==> src/hdl/aetu_pkg.sv <==
// Package for the address-event timestamp unwrapper.
// Holds the marker codes, output word constants and the command word type.
// No dependencies.
package aetu_pkg;

  // Raw time codes that act as control markers.
  localparam logic [15:0] SubwrapCode = 16'h8000;
  localparam logic [15:0] ResetCode   = 16'h4000;

  // Output word constants.
  localparam logic [31:0] WrapMarkerWord = 32'h8800_0000;
  localparam logic [7:0]  TsTag          = 8'h80;

  // Field widths.
  localparam int unsigned AddrW  = 16;
  localparam int unsigned TimeW  = 16;
  localparam int unsigned LowW   = 14;
  localparam int unsigned CountW = 11;
  localparam int unsigned EmitW  = 10;
  localparam logic [CountW-1:0] CountMax = {CountW{1'b1}};

  // Command queue between the front and back parts.
  localparam int unsigned FifoDepth = 4;
  localparam int unsigned PtrW      = $clog2(FifoDepth);
  localparam int unsigned CntW      = $clog2(FifoDepth + 1);

  // One classified event, ready to be serialized into words.
  typedef struct packed {
    logic             wrap;
    logic [EmitW-1:0] count;
    logic [LowW-1:0]  low_time;
    logic [AddrW-1:0] addr;
  } cmd_t;

  // Status of the command queue as the back part sees it.
  typedef struct packed {
    logic empty;
    cmd_t head;
  } fifo_stat_t;

endpackage

==> src/hdl/aetu_front.sv <==
// Front part of the timestamp unwrapper: accepts raw events, keeps the wrap state.
// Depends on aetu_pkg.
module aetu_front
  import aetu_pkg::*;
(
  input  logic             clk_i,
  input  logic             rst_ni,
  input  logic             push,
  input  logic [AddrW-1:0] pixel_address_i,
  input  logic [TimeW-1:0] raw_time_i,
  input  logic             queue_full_i,
  output logic             full,
  output logic             cmd_push_o,
  output cmd_t             cmd_o
);

  logic [CountW-1:0] wrap_count_q, wrap_count_d;
  logic [TimeW-1:0]  prev_time_q, prev_time_d;
  logic              subwrap_q, subwrap_d;

  logic              accept;
  logic              is_zero, is_sub, is_rst, is_normal;
  logic [CountW-1:0] bumped, stepped;
  logic              do_wrap;

  assign full   = queue_full_i;
  assign accept = push && !queue_full_i;

  // Classify the incoming word.
  assign is_zero   = (pixel_address_i == '0) && (raw_time_i == '0);
  assign is_sub    = !is_zero && (raw_time_i == SubwrapCode);
  assign is_rst    = !is_zero && (raw_time_i == ResetCode);
  assign is_normal = !is_zero && !is_sub && !is_rst;

  // Saturating increment of the wrap count.
  assign bumped = (wrap_count_q == CountMax) ? CountMax : wrap_count_q + 1'b1;

  // A normal event counts a wrap when time went backward without a sub-wrap marker.
  assign stepped = ((raw_time_i < prev_time_q) && !subwrap_q) ? bumped : wrap_count_q;
  assign do_wrap = stepped[CountW-1];

  // Next state. All-zero words leave the state unchanged.
  always_comb begin
    wrap_count_d = wrap_count_q;
    prev_time_d  = prev_time_q;
    subwrap_d    = subwrap_q;
    if (accept && !is_zero) begin
      priority if (is_sub) begin
        wrap_count_d = bumped;
        subwrap_d    = 1'b1;
      end else if (is_rst) begin
        wrap_count_d = '0;
      end else begin
        wrap_count_d = do_wrap ? '0 : stepped;
        subwrap_d    = 1'b0;
        prev_time_d  = raw_time_i;
      end
    end
  end

  always_ff @(posedge clk_i or negedge rst_ni) begin
    if (!rst_ni) begin
      wrap_count_q <= '0;
      prev_time_q  <= '0;
      subwrap_q    <= 1'b0;
    end else begin
      wrap_count_q <= wrap_count_d;
      prev_time_q  <= prev_time_d;
      subwrap_q    <= subwrap_d;
    end
  end

  // Command for the back part; only normal events produce words.
  assign cmd_push_o     = accept && is_normal;
  assign cmd_o.wrap     = do_wrap;
  assign cmd_o.count    = do_wrap ? '0 : stepped[EmitW-1:0];
  assign cmd_o.low_time = raw_time_i[LowW-1:0];
  assign cmd_o.addr     = pixel_address_i;

endmodule

==> src/hdl/aetu_fifo.sv <==
// Short command queue between the front and back parts of the unwrapper.
// Depends on aetu_pkg.
module aetu_fifo
  import aetu_pkg::*;
(
  input  logic       clk_i,
  input  logic       rst_ni,
  input  logic       wr_en_i,
  input  cmd_t       wr_data_i,
  input  logic       rd_en_i,
  output logic       full_o,
  output fifo_stat_t stat_o
);

  cmd_t            mem_q [FifoDepth];
  logic [PtrW-1:0] wr_ptr_q, rd_ptr_q;
  logic [CntW-1:0] count_q;
  logic            empty;

  assign full_o = (count_q == CntW'(FifoDepth));
  assign empty  = (count_q == '0);

  // Storage; entries need no reset.
  always_ff @(posedge clk_i) begin
    if (wr_en_i) begin
      mem_q[wr_ptr_q] <= wr_data_i;
    end
  end

  // Pointers and fill count.
  always_ff @(posedge clk_i or negedge rst_ni) begin
    if (!rst_ni) begin
      wr_ptr_q <= '0;
      rd_ptr_q <= '0;
      count_q  <= '0;
    end else begin
      if (wr_en_i) begin
        wr_ptr_q <= (wr_ptr_q == PtrW'(FifoDepth - 1)) ? '0 : wr_ptr_q + 1'b1;
      end
      if (rd_en_i) begin
        rd_ptr_q <= (rd_ptr_q == PtrW'(FifoDepth - 1)) ? '0 : rd_ptr_q + 1'b1;
      end
      unique case ({wr_en_i, rd_en_i})
        2'b10:   count_q <= count_q + 1'b1;
        2'b01:   count_q <= count_q - 1'b1;
        default: count_q <= count_q;
      endcase
    end
  end

  assign stat_o.empty = empty;
  assign stat_o.head  = mem_q[rd_ptr_q];

`ifndef SYNTHESIS
  // The front part must never write into a full queue.
  assert property (@(posedge clk_i) disable iff (!rst_ni) wr_en_i |-> !full_o)
    else $error("command queue overflow");

  // The back part must never read an empty queue.
  assert property (@(posedge clk_i) disable iff (!rst_ni) rd_en_i |-> !empty)
    else $error("command queue underflow");

  // The fill count stays within the depth.
  assert property (@(posedge clk_i) disable iff (!rst_ni) count_q <= CntW'(FifoDepth))
    else $error("command queue count out of range");
`endif

endmodule

==> src/hdl/aetu_back.sv <==
// Back part of the unwrapper: turns queued commands into output words.
// Depends on aetu_pkg.
module aetu_back
  import aetu_pkg::*;
(
  input  logic        clk_i,
  input  logic        rst_ni,
  input  fifo_stat_t  stat_i,
  output logic        rd_en_o,
  output logic        empty,
  input  logic        pop,
  output logic [31:0] out_word_o,
  output logic        last_of_run_o
);

  // Which word of the head command goes out next.
  localparam logic [1:0] PhFirst = 2'd0;
  localparam logic [1:0] PhTs    = 2'd1;
  localparam logic [1:0] PhAddr  = 2'd2;

  logic [1:0]  phase_q, phase_d;
  logic        out_valid_q, out_valid_d;
  logic [31:0] word_q, word_d;
  logic        last_q, last_d;
  logic        load;
  logic [31:0] ts_word, addr_word;

  // The output register takes a new word when it is empty or being drained.
  assign load = !stat_i.empty && (!out_valid_q || pop);

  assign ts_word   = {TsTag, stat_i.head.count, stat_i.head.low_time};
  assign addr_word = {16'h0000, stat_i.head.addr};

  // Word selection and phase sequencing.
  always_comb begin
    phase_d = phase_q;
    word_d  = word_q;
    last_d  = last_q;
    rd_en_o = 1'b0;
    if (load) begin
      unique case (phase_q)
        PhTs: begin
          word_d  = ts_word;
          last_d  = 1'b0;
          phase_d = PhAddr;
        end
        PhAddr: begin
          word_d  = addr_word;
          last_d  = 1'b1;
          phase_d = PhFirst;
          rd_en_o = 1'b1;
        end
        default: begin
          last_d = 1'b0;
          if (stat_i.head.wrap) begin
            word_d  = WrapMarkerWord;
            phase_d = PhTs;
          end else begin
            word_d  = ts_word;
            phase_d = PhAddr;
          end
        end
      endcase
    end
  end

  // Valid flag of the output register.
  always_comb begin
    out_valid_d = out_valid_q;
    if (load) begin
      out_valid_d = 1'b1;
    end else if (pop) begin
      out_valid_d = 1'b0;
    end
  end

  always_ff @(posedge clk_i or negedge rst_ni) begin
    if (!rst_ni) begin
      phase_q     <= PhFirst;
      out_valid_q <= 1'b0;
    end else begin
      phase_q     <= phase_d;
      out_valid_q <= out_valid_d;
    end
  end

  always_ff @(posedge clk_i) begin
    word_q <= word_d;
    last_q <= last_d;
  end

  assign empty         = !out_valid_q;
  assign out_word_o    = word_q;
  assign last_of_run_o = last_q;

endmodule

==> src/hdl/address_event_timestamp_unwrapper_unit.sv <==
// Address-event timestamp unwrapper, top level. Each accepted event with an ordinary time
// word yields two 32-bit words (timestamp, then address), or three when a wrap marker
// word leads; marker and all-zero events yield none. One word leaves per cycle from the
// output register while pop is held. The front part accepts one event per cycle, while
// full is low, into a four-entry command queue, so full rises only when that queue backs
// up behind the output side.
// Depends on aetu_pkg, aetu_front, aetu_fifo and aetu_back.
module address_event_timestamp_unwrapper_unit
  import aetu_pkg::*;
(
  input  logic             clk_i,
  input  logic             rst_ni,
  input  logic             push,
  output logic             full,
  input  logic [AddrW-1:0] pixel_address_i,
  input  logic [TimeW-1:0] raw_time_i,
  output logic             empty,
  input  logic             pop,
  output logic [31:0]      out_word_o,
  output logic             last_of_run_o
);

  logic       queue_full;
  logic       cmd_push;
  cmd_t       cmd;
  logic       cmd_pop;
  fifo_stat_t stat;

  // Classification and wrap state.
  aetu_front u_front (
    .clk_i           (clk_i),
    .rst_ni          (rst_ni),
    .push            (push),
    .pixel_address_i (pixel_address_i),
    .raw_time_i      (raw_time_i),
    .queue_full_i    (queue_full),
    .full            (full),
    .cmd_push_o      (cmd_push),
    .cmd_o           (cmd)
  );

  // Command queue.
  aetu_fifo u_fifo (
    .clk_i     (clk_i),
    .rst_ni    (rst_ni),
    .wr_en_i   (cmd_push),
    .wr_data_i (cmd),
    .rd_en_i   (cmd_pop),
    .full_o    (queue_full),
    .stat_o    (stat)
  );

  // Word serializer and output register.
  aetu_back u_back (
    .clk_i         (clk_i),
    .rst_ni        (rst_ni),
    .stat_i        (stat),
    .rd_en_o       (cmd_pop),
    .empty         (empty),
    .pop           (pop),
    .out_word_o    (out_word_o),
    .last_of_run_o (last_of_run_o)
  );

endmodule

==> config.mk <==
export PLATFORM = sky130hd
export DESIGN_NAME = address_event_timestamp_unwrapper_unit
export DESIGN_NICKNAME = d
export VERILOG_FILES = /design/src/hdl/aetu_pkg.sv /design/src/hdl/aetu_front.sv /design/src/hdl/aetu_fifo.sv /design/src/hdl/aetu_back.sv /design/src/hdl/address_event_timestamp_unwrapper_unit.sv
export SDC_FILE = /design/constraint.sdc
export NUM_CORES = 1
export LEC_CHECK = 0
export BUFFER_PORTS_ARGS = -buffer_cell sky130_fd_sc_hd__buf_2
export CAP_MARGIN = 20
export CORE_MARGIN = 3
export CORE_UTILIZATION = 30
export DETAILED_ROUTE_END_ITERATION = 12
export HOLD_SLACK_MARGIN = 0.03
export MAX_ROUTING_LAYER = met4
export PLACE_DENSITY_LB_ADDON = 0.25
export SYNTH_ARGS = -nofsm -noshare
export SYNTH_HDL_FRONTEND = slang
export SYNTH_HIERARCHICAL = 1
export SYNTH_SLANG_ARGS = --single-unit
==> constraint.sdc <==
create_clock -name clk_i -period 4.1 [get_ports clk_i]
set_input_delay 1.23 -clock clk_i [delete_from_list [all_inputs] [get_ports clk_i]]
set_output_delay 1.23 -clock clk_i [all_outputs]
set_load 0.03 [all_outputs]
### Yosys cells after proc, flatten, opt, wreduce, memory -nomap -nowiden

Memory sizes are Yosys's and may differ from the RTL's.
Cells that the tools add are included.

* add/sub/neg operators: 5
* magnitude comparators: 1
* equality and inequality tests: 11
* muxes and demuxes: 21
* bitwise gates (word level): 2
* reduce and logical (&&, ||, !) cells: 25

Operators by type and width (number)
* 32-bit one-hot mux with 2 select lines: 1
* 11-bit 2-to-1 mux: 4
* 16-bit zero test: 2
* 28-bit 2-to-1 mux: 1
* 10-bit 2-to-1 mux: 2
* 16-bit by 15-bit == test with 1-bit output, second input constant: 1
* 16-bit == test, second input constant: 1
* 16-bit less-than comparator: 1
* 11-bit by 1-bit adder with 11-bit output, second input constant: 1
* 11-bit == test, second input constant: 1
* 1-bit logical AND: 10
* 2-bit == test, second input constant: 4
* 1-bit 2-to-1 mux: 8
* 1-bit zero test: 7
* 2-bit 2-to-1 mux: 3
* 3-bit one-hot mux with 2 select lines: 1
* 2-bit by 1-bit adder with 2-bit output, second input constant: 2
* 2-bit by 1-bit == test with 1-bit output, second input constant: 2
* 2-bit one-hot mux with 2 select lines: 1
* 2-bit nonzero test: 2
* 3-bit by 1-bit adder with 3-bit output, second input constant: 1
* 3-bit == test, second input constant: 1
* 3-bit zero test: 1
* 3-bit AND reduction: 1
* other kinds (5): 6

* register bits: 71
* RAM bits: 164
* output and inout port bits: 35
* word-level logic and storage cells: 76
* memories: 1

Memories
* u_fifo.mem_q: depth 4, bits a word 41, read ports 1, clocked after memory_dff 0, wr ports 1, RTL line aetu_fifo.sv:15 `cmd_t mem_q [FifoDepth];`

### Depth between registers and ports, before layout

* depth after elaboration: 10
* gate-level depth with buffers: 14
* depth with buffers taken out: 12

### By module

The synthesis kept the hierarchy.

By module, submodules not included
* aetu_fifo: instances 1, cells an instance 254, area an instance 6397.4 µm²
* aetu_front: instances 1, cells an instance 290, area an instance 2482.4 µm²
* aetu_back: instances 1, cells an instance 80, area an instance 1271.2 µm²

### Worst setup path after synthesis

Ideal clock, no wire load.

* path kind: input to register
* start point: input pop
* end point: register u_fifo.count_q[2]
* setup time: 0.079 ns
* arrival: 4.021 ns
* data required time: 4.021 ns
* path slack: 0.000 ns
* stages: 9
* cell sequence: inv_1 -> a21oi_1 -> and2_1 -> ha_1 -> inv_1 -> fa_1 -> xor2_1 -> nor2_1 -> xor2_1

* word-level cells in the longest chain between the ends: 5

RTL lines
* start, declared: RTL line address_event_timestamp_unwrapper_unit.sv:18 `input logic pop,`
* 1-bit logical OR (*): RTL line aetu_back.sv:29 `assign load = !stat_i.empty && (!out_valid_q || pop);`
* 1-bit logical AND (*): RTL line aetu_back.sv:29
* named net u_back.load: RTL line aetu_back.sv:25 `logic load;`
* 1-bit 2-to-1 mux (*): RTL line aetu_back.sv:40 `if (load) begin`
* named net cmd_pop: RTL line address_event_timestamp_unwrapper_unit.sv:26 `logic cmd_pop;`
* 2-bit by 1-bit == test with 1-bit output or 2-bit == test (tied branches): RTL line aetu_fifo.sv:43 `unique case ({wr_en_i, rd_en_i})`
* 3-bit one-hot mux with 2 select lines or 2-bit nonzero test (tied branches)
* end signal, assigned: RTL line aetu_fifo.sv:44 `2'b10: count_q <= count_q + 1'b1;`
* end signal, assigned: RTL line aetu_fifo.sv:45 `2'b01: count_q <= count_q - 1'b1;`
* end signal, assigned: RTL line aetu_fifo.sv:46 `default: count_q <= count_q;`
* end, declared: RTL line aetu_fifo.sv:17 `logic [CntW-1:0] count_q;`

Mark *: on every way through the listed nets, which the timed path passes. The rest lies on a longest branch.
A chain may end at the register's enable or synchronous reset.

==> impl_metrics.ini <==
[critical_path]
cp_max_fo = 9
cp-start-kind = input port
critPathArrivalTime_ns = 3.73
rr_endpoint = u_fifo/mem_q[0][31]$_DFFE_PP_
critPathRequiredTime_ns = 4.35
crit_start = raw_time_i[11]
worstRegToRegCells = 9
cp-end-kind = flip-flop
cpMaxStageDelayCell = a2111oi_0
timing.rr.start = u_front/prev_time_q[11]$_DFFE_PN0P_
worstPathCellList = buf_2 > ha_1 > a21oi_1 > o21ai_0 > a2111oi_0 > buf_4 > o21a_1 > o211ai_1 > a21oi_1
reg2reg_setup_slack_ns = 1.10
critPathMostFrequentCell = a21oi_1
slowest_delay_ns = 0.62
crit_type = in2reg

[floorplanning]
io_pins = 71
die_y_um = 189.9
start_util = 0.3081
fp.dieW_um = 189.9
dieArea_um2 = 36080
rows = 66
coreArea_um2 = 32950

[sta]
max_freq_mhz = 287.0
fin_setup_tns_ns = 0
fin_crit_sh = 0.8498
slew_violations = 0
tightest_slew_ns = 0.8849
holdWs_ns = 0.5055
setup_slack_ns = 0.6159
slew_headroom = 0.4094
hold_viol = 0
fin_skew_ns = 0.02252
min_period_ns = 3.484
rsz0062_at_grt = no
finalSetupViolations = 0

[logic_synthesis]
avgSynthCellArea_um2 = 16.27
netlist_area_um2 = 10150
synth-seq-area-share = 0.6587
synth_area_leaders = edfxtp_1, dfrtp_1, mux4_2
synth_top_cell_area_share = 0.5650
synth_cells = 624
ys.flop_type = edfxtp_1
ys_seq_elements = 229
synth.distinct_cells = 60
synth_edf_count = 191
synth-async-reset-ratio = 0.1659
yosysWarnings = 6
synth_top_cell_by_area = edfxtp_1

[global_routing]
grt_pass1_vias = 5908
grt-ovfl-total = 0
grt_usage = 0.1285
grt_antenna_before_repair = 3
grt_pass1_wl_mm = 35.25
grt_start_max_net_pins = 44

[place]
pre_cts_ws_ns = 0.1593
hpwlAfterDp_mm = 14.20
io_buffers = 64
place.gp.congestion = 0.8653
dp_cells = 1094
place_area_um2 = 10810

[power_and_ir_drop]
ir_drop_mv = 0.3594
power_density_nw_per_um2 = 736.3
leakage_nw = 4.252

[cells_and_area]
finish.net_count = 741
drive_gt1_frac = 0.2865
syn2layout_area_growth_pct = 15.06
final_cells = 1143
fillers = 3109
post-route-cell-area_um2 = 11680

[clock_network]
cts_made_buffers = 25
cts.repair.resized = 0
root_buffer = clkbuf_16
h-tree-depth = 1
clock_latency_ns = 0.53
cts.reportedPaths.clkPinSlew_ns = 0.06
postCtsSetupRepairBufs = 0
tritoncts = built
cts_buffer_depth = 3
cts_sinks = 229
hold_buffers = 0

[drt]
ant_nets = 0
avgViaCountPerCell = 4.783
drc = 0
wl_per_cell_um = 19.32
drt_pre_antenna_iters = 4
drt_iter0_drc = 298
wl_mm = 22.08
num_vias = 5467

[job]
cap_violations = 0

[worst_hold_path]
hp-class = reg2reg
min_path_cells = 1
min_to = u_fifo/count_q[0]$_DFFE_PN0P_
holdCritStartpoint = u_fifo/count_q[0]$_DFFE_PN0P_

[outcome]
status = finished clean
==> logic make-up after synthesis <==
family                   after synthesis  synth area share
flip-flops                           229            0.6587
AO/OA/AOI/OAI                        105           0.07272
AND/OR/NAND/NOR                      103           0.05510
adder cells (fa/ha/maj)               25           0.03155
multiplexers                          62            0.1180
XOR/XNOR                               4          0.003452
buffers and inverters                 95           0.06015
other                                  1         0.0003694
==> synthesized netlist by cell type (5+ instances only) <==
master	number
a21o_1	7
a21oi_1	23
a22o_1	13
a31oi_1	5
and2_1	20
and3_1	5
buf_2	7
buf_4	40
clkbuf_1	7
dfrtp_1	38
edfxtp_1	191
ha_1	24
inv_1	33
mux2_2	11
mux2_4	7
mux4_2	38
nand2_1	17
nand3_1	11
nor2_1	16
nor4_1	6
o21ai_0	18
o2bb2ai_1	6
or3_1	5
==> sequential cells by signal (all words and copies together), names as in the netlist <==
signal	count
u_back/phase_q	2
u_back/out_valid_q	1
u_back/last_of_run_o	1
u_front/subwrap_q	1
u_front/wrap_count_q	11
u_fifo/wr_ptr_q	2
u_fifo/count_q	3
u_fifo/mem_q	164
u_front/prev_time_q	16
u_back/out_word_o	26
u_fifo/rd_ptr_q	2
==> critical path: cells and delay by family <==
kind | cells | cell delay (ns)
adders and majority gates | 1 | 0.34
AOI/OAI and AO/OA | 6 | 1.80
buffers and inverters | 2 | 0.36
==> cell usage in the layout (no fill, tap or decap), types with 4 or more instances in the layout <==
cell / count
a31oi_1: 5
buf_4: 15
nor3_1: 4
buf_12: 6
conb_1: 6
clkbuf_16: 25
and2_2: 5
a21o_1: 7
o21ai_0: 18
ha_1: 24
edfxtp_1: 191
a21oi_1: 22
and4_1: 4
or3_1: 5
o21a_1: 4
mux4_2: 38
inv_1: 33
dfrtp_1: 37
o2bb2ai_1: 6
nand2_1: 17
and2_1: 16
clkbuf_1: 4
nor2_1: 15
nand4_1: 4
a22oi_1: 4
a22o_2: 4
clkinv_2: 5
and3_1: 5
a22o_1: 13
nand3_1: 11
nor4_1: 6
buf_2: 64
mux2_4: 7
mux2_2: 11
==> power by group <==
part | internal [W] | switching, W
Sequential | 0.00330 | 0.000217
Combinational | 0.00117 | 0.00166
Clock | 0.00137 | 0.000883
==> per-stage QoR <==
step | total power (W) | util
after floorplan | 0.005669 | -
after global routing | 0.009131 | 0.3545
after detailed placement | 0.006462 | 0.3281
final | 0.008600 | 0.3545
after global placement | 0.006395 | 0.3281
after CTS | 0.008754 | 0.3534
==> metal layers <==
| metal | track usage | routed length (µm) | part of all wire | vias up |
|---|---|---|---|---|
| met1 | 0.1710 | 9968 | 0.45 | 2838 |
| li1 | - | - | - | 2499 |
| met5 | - | 0 | 0 | - |
| met3 | 0.01916 | 975 | 0.044 | 30 |
| met2 | 0.2088 | 10790 | 0.49 | 100 |
| met4 | 0.03185 | 353 | 0.016 | 0 |
==> how the worst max path moves through the flow <==
stage	end	cells after the start	slack, ns
finish	u_fifo/mem_q[0][31]$_DFFE_PP_	9	0.62
global route	u_fifo/mem_q[1][30]$_DFFE_PP_	10	0.52
CTS	u_fifo/mem_q[0][35]$_DFFE_PP_	9	0.70
detailed placement	u_fifo/mem_q[0][35]$_DFFE_PP_	9	0.16
global placement	u_fifo/count_q[2]$_DFFE_PN0P_	14	0.21
floorplan	u_fifo/count_q[2]$_DFFE_PN0P_	9	0.00006
==> final cells by class <==
class,count,area [µm²],share of cell area
multi-input cells,305,2892,0.2476
flip-flops and latches,229,6688,0.5726
clock inverters,13,153.9,0.01318
diodes,3,7.507,0.0006427
well taps,442,553.0,0.04735
clock buffers,32,681.9,0.05838
inverters,33,123.9,0.01061
repair buffers,86,580.6,0.04971
No activity file was read; power rests on OpenSTA's default activity.
